File: src/design/tef_pkg.sv
// Package for the TLV event field finder: transaction payload types.
// No dependencies; imported by every design file of the block.
package tef_pkg;

    // Event header is type (2) + length (2); element header likewise.
    localparam logic [15:0] EventHdrBytes = 16'd4;
    localparam logic [15:0] MinEventBytes = 16'd8;
    localparam logic [15:0] MaxOffset     = 16'hFFFF;

    typedef struct packed {
        logic [7:0]  data_byte;
        logic [15:0] wanted_type;
        logic        last_byte;
    } t_in_item;

    typedef struct packed {
        logic        found;
        logic [15:0] event_type;
        logic [15:0] payload_offset;
        logic [15:0] payload_length;
        logic [31:0] value_word;
        logic        malformed;
    } t_out_item;

endpackage

File: src/design/tlv_event_field_finder.sv
// Top level of the TLV event field finder: parser plus two-deep result queue.
// Depends on tef_pkg and tef_parser.
//
// Takes a serialised event one byte per input transaction and, on the byte
// flagged last_byte, produces one result transaction: event type, whether an
// element of the wanted type was seen, its payload offset/length, its first
// four payload bytes (big-endian, zero filled) and a malformed flag (length
// under 8 or stream shorter than the stated length). wanted_type is sampled
// on the first byte of each event. One byte is accepted every clock cycle
// while input ready is high; the per-byte state update is compares and a
// counter add. Results sit in an output register backed by a skid register,
// so bytes keep flowing while a result waits; input ready drops only when
// both are full.
module tlv_event_field_finder
    import tef_pkg::*;
(
    input  logic      i_clk,
    input  logic      i_rst_n,
    input  logic      i_in_valid,
    output logic      o_in_ready,
    input  t_in_item  i_in_data,
    output logic      o_out_valid,
    input  logic      i_out_ready,
    output t_out_item o_out_data
);

    logic      accept;
    logic      push;
    logic      pop;
    t_out_item result;

    logic      r_out_valid;
    t_out_item r_out;
    logic      r_skid_valid;
    t_out_item r_skid;

    // skid empty means there is always room for one more result
    assign o_in_ready  = !r_skid_valid;
    assign accept      = i_in_valid && o_in_ready;
    assign pop         = r_out_valid && i_out_ready;
    assign o_out_valid = r_out_valid;
    assign o_out_data  = r_out;

    tef_parser u_parser (
        .i_clk    (i_clk),
        .i_rst_n  (i_rst_n),
        .i_accept (accept),
        .i_item   (i_in_data),
        .o_push   (push),
        .o_result (result)
    );

    always_ff @(posedge i_clk) begin
        if (!i_rst_n) begin
            r_out_valid  <= 1'b0;
            r_skid_valid <= 1'b0;
        end else if (pop || !r_out_valid) begin
            if (r_skid_valid) begin
                // oldest first: skid moves up, new result refills skid
                r_out       <= r_skid;
                r_out_valid <= 1'b1;
                if (push) begin
                    r_skid <= result;
                end else begin
                    r_skid_valid <= 1'b0;
                end
            end else begin
                r_out_valid <= push;
                r_out       <= result;
            end
        end else if (push) begin
            r_skid       <= result;
            r_skid_valid <= 1'b1;
        end
    end

endmodule

File: src/design/tef_parser.sv
// Byte-wise element walker for the TLV event field finder.
// Depends on tef_pkg; instantiated by tlv_event_field_finder.
module tef_parser
    import tef_pkg::*;
(
    input  logic      i_clk,
    input  logic      i_rst_n,
    input  logic      i_accept,
    input  t_in_item  i_item,
    output logic      o_push,
    output t_out_item o_result
);

    logic [15:0] r_byte_offset, n_byte_offset;
    logic [15:0] r_event_length, n_event_length;
    logic [15:0] r_event_kind, n_event_kind;
    logic [15:0] r_target_type, n_target_type;
    logic [15:0] r_next_elem, n_next_elem;
    logic [15:0] r_elem_type, n_elem_type;
    logic [15:0] r_elem_length, n_elem_length;
    logic        r_match, n_match;
    logic [15:0] r_match_offset, n_match_offset;
    logic [15:0] r_match_length, n_match_length;
    logic [31:0] r_value, n_value;
    logic [2:0]  r_taken, n_taken;

    logic [15:0] off;
    logic [7:0]  b;
    logic [15:0] rel;
    logic [15:0] pay_rel;
    logic [16:0] hdr_end;
    logic [17:0] next_pos;
    logic [15:0] full_len;
    logic        hdr_ok;

    always_comb begin
        off      = r_byte_offset;
        b        = i_item.data_byte;
        rel      = off - r_next_elem;
        pay_rel  = off - r_match_offset;
        hdr_end  = {1'b0, r_next_elem} + {1'b0, EventHdrBytes};
        full_len = {r_elem_length[15:8], b};
        next_pos = {1'b0, hdr_end} + {2'b00, full_len};
        hdr_ok   = (r_event_length >= MinEventBytes)
                && (hdr_end <= {1'b0, r_event_length})
                && (r_elem_type == r_target_type);

        n_event_length = r_event_length;
        n_event_kind   = r_event_kind;
        n_target_type  = r_target_type;
        n_next_elem    = r_next_elem;
        n_elem_type    = r_elem_type;
        n_elem_length  = r_elem_length;
        n_match        = r_match;
        n_match_offset = r_match_offset;
        n_match_length = r_match_length;
        n_value        = r_value;
        n_taken        = r_taken;

        case (off)
            16'd0: begin
                n_target_type = i_item.wanted_type;
                n_event_kind  = {b, 8'h00};
            end
            16'd1: n_event_kind[7:0]   = b;
            16'd2: n_event_length      = {b, 8'h00};
            16'd3: n_event_length[7:0] = b;
            default: begin
                if (off < r_event_length) begin
                    if (off >= r_next_elem && rel < EventHdrBytes) begin
                        case (rel[1:0])
                            2'd0: n_elem_type        = {b, 8'h00};
                            2'd1: n_elem_type[7:0]   = b;
                            2'd2: n_elem_length      = {b, 8'h00};
                            default: begin
                                n_elem_length = full_len;
                                if (!r_match && hdr_ok) begin
                                    n_match        = 1'b1;
                                    n_match_offset = hdr_end[15:0];
                                    n_match_length = full_len;
                                end
                                n_next_elem = (next_pos > {2'b00, MaxOffset})
                                            ? MaxOffset : next_pos[15:0];
                            end
                        endcase
                    end else if (r_match && off >= r_match_offset
                                 && pay_rel < r_match_length && !r_taken[2]) begin
                        case (r_taken[1:0])
                            2'd0: n_value[31:24] = b;
                            2'd1: n_value[23:16] = b;
                            2'd2: n_value[15:8]  = b;
                            default: n_value[7:0] = b;
                        endcase
                        n_taken = r_taken + 3'd1;
                    end
                end
            end
        endcase

        n_byte_offset = (off != MaxOffset) ? off + 16'd1 : off;

        o_push                  = i_accept && i_item.last_byte;
        o_result.found          = n_match;
        o_result.event_type     = n_event_kind;
        o_result.payload_offset = n_match ? n_match_offset : 16'd0;
        o_result.payload_length = n_match ? n_match_length : 16'd0;
        o_result.value_word     = n_match ? n_value : 32'd0;
        o_result.malformed      = (n_event_length < MinEventBytes)
                               || (({1'b0, off} + 17'd1) < {1'b0, n_event_length});
    end

    always_ff @(posedge i_clk) begin
        if (!i_rst_n || o_push) begin
            r_byte_offset  <= '0;
            r_event_length <= '0;
            r_event_kind   <= '0;
            r_target_type  <= '0;
            r_next_elem    <= EventHdrBytes;
            r_elem_type    <= '0;
            r_elem_length  <= '0;
            r_match        <= 1'b0;
            r_match_offset <= '0;
            r_match_length <= '0;
            r_value        <= '0;
            r_taken        <= '0;
        end else if (i_accept) begin
            r_byte_offset  <= n_byte_offset;
            r_event_length <= n_event_length;
            r_event_kind   <= n_event_kind;
            r_target_type  <= n_target_type;
            r_next_elem    <= n_next_elem;
            r_elem_type    <= n_elem_type;
            r_elem_length  <= n_elem_length;
            r_match        <= n_match;
            r_match_offset <= n_match_offset;
            r_match_length <= n_match_length;
            r_value        <= n_value;
            r_taken        <= n_taken;
        end
    end

endmodule

File: config.mk
export PLATFORM = sky130hd
export DESIGN_NAME = tlv_event_field_finder
export DESIGN_NICKNAME = d
export VERILOG_FILES = /design/src/design/tef_pkg.sv /design/src/design/tlv_event_field_finder.sv /design/src/design/tef_parser.sv
export SDC_FILE = /design/constraint.sdc
export NUM_CORES = 1
export LEC_CHECK = 0
export ABC_AREA = 1
export ABC_CLOCK_PERIOD_IN_PS = 10100
export BUFFER_PORTS_ARGS = -buffer_cell sky130_fd_sc_hd__buf_2
export CAP_MARGIN = 5
export CORE_MARGIN = 1.5
export CORE_UTILIZATION = 60
export CTS_BUF_LIST = sky130_fd_sc_hd__clkbuf_4
export DETAILED_ROUTE_END_ITERATION = 10
export HOLD_SLACK_MARGIN = 0.1
export MAX_ROUTING_LAYER = met4
export PLACE_DENSITY = 0.79
export SLEW_MARGIN = 25
export SYNTH_ARGS = -nofsm -noshare
export SYNTH_HDL_FRONTEND = slang
export SYNTH_SLANG_ARGS = --single-unit
File: constraint.sdc
create_clock -name i_clk -period 10.1 [get_ports i_clk]
set_input_delay 0.505 -clock i_clk [delete_from_list [all_inputs] [get_ports i_clk]]
set_output_delay 0.505 -clock i_clk [all_outputs]
set_load 0.02 [all_outputs]
==> run summary, run 1 <==
### Setup path
* **Worst setup EP type** register
* **depth of the worst register-to-register path** 11
* **CP arrival** 6.16 ns
* **ordered list of cells on the worst path** buf_4, inv_2, buf_4, nand2_2, buf_4, clkinv_2, nand2_1, nand2_4, inv_2, o21ai_0, a21oi_1
* **type of the worst setup path** register to register
* **slowest cell delay on critical path** 0.85 ns
* **data required time at the worst endpoint** 10.79 ns
* **CP dominant cell by count** sky130_fd_sc_hd__buf_4
* **startpoint type of the worst setup path** register
* **crit path max-delay cell type** sky130_fd_sc_hd__inv_2
* **crit-path max FO** 85

### Floorplan
* **area of the core** 33,400 um^2
* **starting density of the core** 0.606
* **cell row count** 67
* **Die Width** 187 um
* **# IOs** 113
* **die footprint** 34,800 um^2
* **Die H** 187 um

### Placement
* **final weighted congestion of routability-driven global placement** 0.946
* **Detail Placement HPWL** 37.8 mm
* **worst slack at placement** 4.91 ns
* **quantity of I/O buffers inserted on ports** 112

### Clock tree
* **Max clock buf depth** 3
* **Resized cells post-CTS** 0
* **post-CTS setup buffer count** 0
* **clk slew on worst S/H paths** 0.06 ns
* **later-pin clock latency in the skew report** 0.83 ns
* **clock buffer count from CTS** 89
* **library cell used as clock root buffer** sky130_fd_sc_hd__clkbuf_4
* **CTS sink cnt** 338
* **H-Tree Level Count** 3
* **CTS tree** yes

### Routing
* **Initial DRC Count** 1,688
* **via density per instance** 5.65
* **detailed-routing iteration count for the pre-antenna-repair pass** 5
* **post-detailed-route count of antenna-violating nets** 0
* **routed via count** 18,500
* **residual DRC count** 0
* **Routed WL** 57.0 mm
* **wire length per cell after detailed routing** 17.4 um

### Worst hold path
* **worst hold path stage count** 3
* **Min-Delay Path Class** input pin to register

### STA
* **number of failing hold endpoints at the final stage** 0
* **transition time at the pin with the least slew margin** 1.05 ns
* **worst slew margin relative to its limit** 0.298
* **worst hold-check slack** 0.160 ns
* **minimum period implied by the final worst setup slack** 5.47 ns
* **setup slack after layout** 4.63 ns
* **unrepaired setup endpoints after global routing** no
* **clock tree skew after final layout** 0.0869 ns
* **number of setup violations in the final report** 0
* **number of max-slew violations in the final report** 0
* **Final TNS setup** 0 ns
* **portion of the clock cycle consumed by the worst path in the final layout** 0.542
* **upper clock frequency limit** 0.183 GHz

### Power and ir drop
* **Switching Fraction** 0.306
* **clock group share of total power** 0.379
* **PwrDens** 153 nW/um^2
* **static leakage** 10.9 nW
* **IR drop worst, VDD** 0.119 mV
* **sequential power share** 0.444
* **combinational share of power** 0.177
* **internal power contribution** 2.37 mW
* **net switching component of the power** 1.04 mW

### GRT
* **via count of the first global-routing pass** 18,000
* **antenna violations before repair** 3
* **largest net degree at the start of global routing** 86
* **overall fraction of global-route tracks in use** 0.339
* **global-route congestion overflow total** 0
* **global-route wire length before repair** 91.3 mm

### Cells and area
* **layout cell share with drive strength beyond 1** 0.128
* **core occupancy in the finished layout** 0.670
* **Total Nets Final** 2,903
* **area overhead of the layout relative to synthesis** 10.5%

### Logic synthesis
* **Most used DFF post-synth** sky130_fd_sc_hd__dfxtp_1
* **proportion of synthesized flip-flops having asynchronous set or reset** 0
* **average cell area after synthesis** 7.69 um^2
* **Mapped Area** 20,200 um^2
* **Yosys warning total** 0
* **Netlist cell types** 52
* **nets in the synthesized netlist** 2,780
* **synthesis-stage register bit count** 338
* **count of flip-flops with a built-in enable after synthesis** 164
* **Syn Inst Count** 2,630
* **post-synthesis sequential area ratio** 0.416

### Run
* **number of violations of the max-capacitance limit** 0

### Status
* **result of the run** complete, no violations

layer usage:
metal | part of all wire | vias up | GRT usage
met5 | 0 | - | -
met4 | 0.036 | 0 | 0.149
met3 | 0.098 | 170 | 0.0777
met2 | 0.47 | 872 | 0.549
met1 | 0.40 | 8445 | 0.404
li1 | - | 9025 | -
final cells by class:
| type | count | area [um^2] |
|---|---|---|
| Fill cell | 2827 | 11000 |
| Multi-Input combinational cell | 1849 | 10000 |
| Sequential cell | 338 | 8410 |
| Inverter | 330 | 1240 |
| Clock buffer | 138 | 1040 |
| Timing Repair Buffer | 145 | 866 |
| Tap cell | 448 | 561 |
| Clock inverter | 23 | 181 |
| Antenna cell | 4 | 10.0 |
power groups by stage:
stage / sequential (mW) / clock, mW / combinational, mW
2_1_floorplan: 1.56 / 0 / 0.413
3_5_place_dp: 1.54 / 0 / 0.584
6_report: 1.51 / 1.29 / 0.605
4_1_cts: 1.51 / 1.31 / 0.594
5_1_grt: 1.52 / 1.38 / 0.674
3_3_place_gp: 1.54 / 0 / 0.566
path summary, 6_finish.rpt:
path	start	end	slack (ns)
max	r_skid_valid	u_parser.r_target_type[1]	4.63
min	i_rst_n	r_skid_valid	0.16
max reg2reg	r_skid_valid	u_parser.r_target_type[1]	4.63
min reg2reg	u_parser.r_target_type[14]	u_parser.r_target_type[14]	0.46
cells by family (layout without fill, tap and decap cells):
family,after synthesis,in the layout,synth area share
flip-flops,338,338,0.416
AND/OR/NAND/NOR,1258,1258,0.286
other,0,4,0
AO/OA/AOI/OAI,407,407,0.105
XOR/XNOR,63,63,0.0273
adder cells (fa/ha/maj),121,121,0.0760
buffers and inverters,443,636,0.0898
through the flow:
step | cells | total power [mW] | cell area, um^2
finish | 3275 | 3.41 | 22300
global route | 3273 | 3.57 | 22300
CTS | 3270 | 3.42 | 22300
detailed placement | 3089 | 2.13 | 20900
global placement | 3089 | 2.11 | 20900
floorplan | 2630 | 1.97 | 20200
cells in the mapped netlist, types with 10 or more instances:
library cell	number	area (um^2)
sky130_fd_sc_hd__buf_2	16	80.1
sky130_fd_sc_hd__nand4_4	10	213
sky130_fd_sc_hd__xnor2_1	14	123
sky130_fd_sc_hd__inv_1	319	1200
sky130_fd_sc_hd__o21ai_1	19	95.1
sky130_fd_sc_hd__nor3_1	34	170
sky130_fd_sc_hd__ha_1	118	1480
sky130_fd_sc_hd__nor2_1	209	785
sky130_fd_sc_hd__edfxtp_1	164	4920
sky130_fd_sc_hd__xor2_1	49	429
sky130_fd_sc_hd__nand2_1	666	2500
sky130_fd_sc_hd__nand3_1	201	1010
sky130_fd_sc_hd__nand4_1	68	425
sky130_fd_sc_hd__nand4_2	22	275
sky130_fd_sc_hd__o21ai_0	113	566
sky130_fd_sc_hd__clkbuf_1	72	270
sky130_fd_sc_hd__a21oi_1	235	1180
sky130_fd_sc_hd__dfxtp_1	174	3480
sequential cells by signal, indices dropped and copies added, names as in the netlist:
register / count
o_out_data: 82
o_out_valid: 1
r_skid: 82
r_skid_valid: 1
u_parser.off: 16
u_parser.r_elem_length: 8
u_parser.r_elem_type: 16
u_parser.r_event_kind: 16
u_parser.r_event_length: 16
u_parser.r_match: 1
u_parser.r_match_length: 16
u_parser.r_match_offset: 16
u_parser.r_next_elem: 16
u_parser.r_taken: 3
u_parser.r_target_type: 16
u_parser.r_value: 32
worst max-delay path, delay by kind of cell (launching register included):
family	cells	cell delay [ns]
DFF	1	0.32
buffers and inverters	6	3.48
AOI/OAI and AO/OA	2	0.48
and+or+nand+nor	3	1.02
cells in the final DEF (no fill, tap or decap), drive strengths merged, types with 4 or more instances in the layout:
| cell | n |
|---|---|
| dfxtp | 174 |
| buf | 125 |
| nand3 | 210 |
| a211oi | 8 |
| nand2 | 673 |
| o21a | 4 |
| diode | 4 |
| dlygate4sd3 | 20 |
| a21o | 4 |
| xnor2 | 14 |
| or2 | 5 |
| nand4 | 100 |
| clkbuf | 138 |
| a21oi | 235 |
| nor3 | 35 |
| inv | 333 |
| nor4 | 4 |
| o21ai | 132 |
| nor2 | 222 |
| ha | 118 |
| o21bai | 4 |
| clkinv | 15 |
| edfxtp | 164 |
| o22ai | 9 |
| xor2 | 49 |
| a31oi | 6 |
| nand3b | 5 |
timing repair:
item                                    4_1_cts  5_1_grt
endpoints found under the setup margin        0        0
hold buffers                                 20        0
endpoints found under the hold margin        18        0
Note: power is estimated with default switching activity, not from simulation.
==> run 2: changes to the inputs <==
--- a/config.mk
+++ b/config.mk
@@ -6,11 +6,11 @@
 export NUM_CORES = 1
 export LEC_CHECK = 0
 export ABC_AREA = 1
-export ABC_CLOCK_PERIOD_IN_PS = 10100
+export ABC_CLOCK_PERIOD_IN_PS = 4700
 export BUFFER_PORTS_ARGS = -buffer_cell sky130_fd_sc_hd__buf_2
 export CAP_MARGIN = 5
 export CORE_MARGIN = 1.5
-export CORE_UTILIZATION = 60
+export CORE_UTILIZATION = 58
 export CTS_BUF_LIST = sky130_fd_sc_hd__clkbuf_4
 export DETAILED_ROUTE_END_ITERATION = 10
 export HOLD_SLACK_MARGIN = 0.1
==> constraint.sdc (replaced) <==
create_clock -name i_clk -period 4.7 [get_ports i_clk]
set_input_delay 0.235 -clock i_clk [delete_from_list [all_inputs] [get_ports i_clk]]
set_output_delay 0.235 -clock i_clk [all_outputs]
set_load 0.02 [all_outputs]
==> run 2 against run 1 <==
Net effect: clock power increased by 100%; critical path type unchanged; count of clock-buffer cells in the layout decreased by 2; flip-flop and latch count unchanged; critical endpoint is now o_out_data[16]; non-clock buffer count increased by 36; via count increased by 1.2%; final cell count increased by 1.3%; global-route usage decreased by 1.1 points; total power increased by 110%; first-iteration DRC count increased by 10%.
==> run summary, run 2 (synthesis gave the netlist of run 1 again) <==
### Status
* **result of the run** complete, no violations

### Clock tree
* **library cell used as clock root buffer** sky130_fd_sc_hd__clkbuf_4
* **clock buffer count from CTS** 88, -1.1%
* **CTS sink cnt** 338, unchanged
* **clk slew on worst S/H paths** 0.08 ns, +0.02 ns
* **H-Tree Level Count** 3, unchanged
* **Max clock buf depth** 3, unchanged
* **later-pin clock latency in the skew report** 0.80 ns, -0.03 ns
* **CTS tree** yes

### Setup path
* **beginning of the critical path** u_parser.off[0]
* **CP dominant cell by count** sky130_fd_sc_hd__nand2_1
* **ordered list of cells on the worst path** inv_1, ha_1, fa_1, o21ai_2, nand2_1, nand2_1, a21oi_1, o21bai_1, xor2_1, ha_1, a21boi_0, o21a_1, nor2_1, nand4_2, nor2_2, nand3_2, nand2_1, nand2_1, nand3_1, nand2_1
* **CP Capture Point** o_out_data[16]
* **Worst setup EP type** register
* **buffering stage count on the worst path with inverters included** 1, -5
* **Crit Reg-Reg Endpoint** o_out_data[16]
* **data required time at the worst endpoint** 5.22 ns, -5.57 ns
* **crit-path max FO** 8, -91%
* **startpoint type of the worst setup path** register
* **crit path max-delay cell type** sky130_fd_sc_hd__fa_1
* **type of the worst setup path** register to register
* **worst-case register-to-register setup slack** 0.29 ns, -4.34 ns
* **slowest cell delay on critical path** 0.44 ns, -0.41 ns
* **startpoint of the lowest-slack register-to-register path** u_parser.off[0]
* **cell family with the largest share of critical-path delay** simple AND/OR/NAND/NOR gates
* **depth of the worst register-to-register path** 20, +9
* **CP Depth** 20, +9
* **CP arrival** 4.93 ns, -1.23 ns

### Cells and area
* **area overhead of the layout relative to synthesis** 12.0%
* **commonest non-fill, non-tap cell in the layout** sky130_fd_sc_hd__nand2_1
* **Total Nets Final** 2,938, +1.2%
* **layout cell share with drive strength beyond 1** 0.133, +0.00433
* **top library cells by usage in the layout, fill and taps aside** 663 x sky130_fd_sc_hd__nand2_1, 316 x sky130_fd_sc_hd__inv_1, 235 x sky130_fd_sc_hd__a21oi_1

### Floorplan
* **cell row count** 68, +1.5%
* **area of the core** 34,500 um^2, +3.3%
* **starting density of the core** 0.587, -0.0192
* **Die Width** 190 um, +1.7%
* **# IOs** 113, unchanged
* **die footprint** 36,000 um^2, +3.4%
* **Die H** 190 um, +1.7%

### Power and ir drop
* **static leakage** 11.1 nW, +1.4%
* **IR drop worst, VDD** 0.253 mV, +110%
* **PwrDens** 318 nW/um^2, +110%
* **Design Power** 7.20 mW, +110%

### Routing
* **wire length per cell after detailed routing** 17.3 um, -0.49%
* **residual DRC count** 0, unchanged
* **via density per instance** 5.65, about the same
* **routed via count** 18,700, +1.2%
* **Routed WL** 57.4 mm, +0.75%
* **detailed-routing iteration count for the pre-antenna-repair pass** 6, +1
* **Initial DRC Count** 1,856, +10%
* **post-detailed-route count of antenna-violating nets** 0, unchanged

### GRT
* **global-route congestion overflow total** 0, unchanged
* **antenna violations before repair** 2, -1
* **largest net degree at the start of global routing** 85, -1.2%
* **overall fraction of global-route tracks in use** 0.328, -0.0107
* **via count of the first global-routing pass** 17,700, -2.0%
* **global-route wire length before repair** 90.4 mm, -1.1%

### STA
* **transition time at the pin with the least slew margin** 1.00 ns, -0.0492 ns
* **upper clock frequency limit** 0.227 GHz, +24%
* **portion of the clock cycle consumed by the worst path in the final layout** 0.939, +0.398
* **worst slew margin relative to its limit** 0.332, +0.0345
* **number of failing hold endpoints at the final stage** 0, unchanged
* **number of setup violations in the final report** 0, unchanged
* **minimum period implied by the final worst setup slack** 4.41 ns, -1.06 ns
* **worst hold-check slack** 0.269 ns, +0.109 ns
* **unrepaired setup endpoints after global routing** no
* **setup slack after layout** 0.286 ns, -4.34 ns
* **clock tree skew after final layout** 0.0637 ns, -0.0232 ns
* **Final TNS setup** 0 ns, unchanged
* **number of max-slew violations in the final report** 0, unchanged

### Placement
* **Detail Placement HPWL** 39.4 mm, +4.3%
* **final weighted congestion of routability-driven global placement** 0.982, +3.8%
* **worst slack at placement** 0.247 ns, -4.66 ns
* **quantity of I/O buffers inserted on ports** 112, unchanged

### Run
* **number of violations of the max-capacitance limit** 0, unchanged

### Worst hold path
* **worst hold path stage count** 4, +1
* **Min-Delay Path Class** input pin to register

[run 2: worst min path at each step]
stage                                    start                    endpoint
global route                     i_in_data[14]  u_parser.r_target_type[13]
global placement    u_parser.r_target_type[15]  u_parser.r_target_type[15]
finish                           i_in_data[11]  u_parser.r_target_type[10]
floorplan                              i_rst_n                 o_out_valid
detailed placement   u_parser.r_target_type[1]   u_parser.r_target_type[1]
CTS                              i_in_data[14]  u_parser.r_target_type[13]
[run 2: tightest hold or removal path, cell delays in order]
cell,delay (ns)
sky130_fd_sc_hd__dlygate4sd3_1,0.52
sky130_fd_sc_hd__buf_2,0.09
sky130_fd_sc_hd__o21ai_0,0.07
sky130_fd_sc_hd__a21oi_1,0.10
[run 2: per-stage QoR]
step	utilization	area, um^2	std cells
2_1_floorplan	-	20200	2630
3_3_place_gp	0.613	21100	3120
3_5_place_dp	0.613	21100	3120
4_1_cts	0.657	22600	3314
5_1_grt	0.657	22600	3316
6_report	0.657	22600	3316
[run 2: report_power, final]
group / internal, mW / total [mW] / switching (mW)
Clock: 1.38 / 2.63 / 1.25
Combinational: 0.421 / 1.33 / 0.913
Sequential: 3.18 / 3.24 / 0.0569
[run 2: area by class of cell]
type	instances	area, um^2
antenna	2	5.00
clock buffer	136	1020
clock inverter	25	135
fill	2939	11800
inverter	330	1240
multi-input combinational	1849	10000
sequential	338	8410
tap	455	569
timing repair buffer	181	1210
[run 2: layer usage]
layer,vias to the layer above,global-route usage,wire length (um)
met5,-,-,0
met2,819,0.535,27100
met1,8670,0.405,23800
li1,9107,-,-
met3,144,0.0635,4710
met4,0,0.120,1740
[run 2: timing repair]
item	CTS	global route
setup endpoints to repair	0	81
resized for setup	0	4
hold buffers	33	0
setup buffers	0	0
hold endpoints to repair	70	0
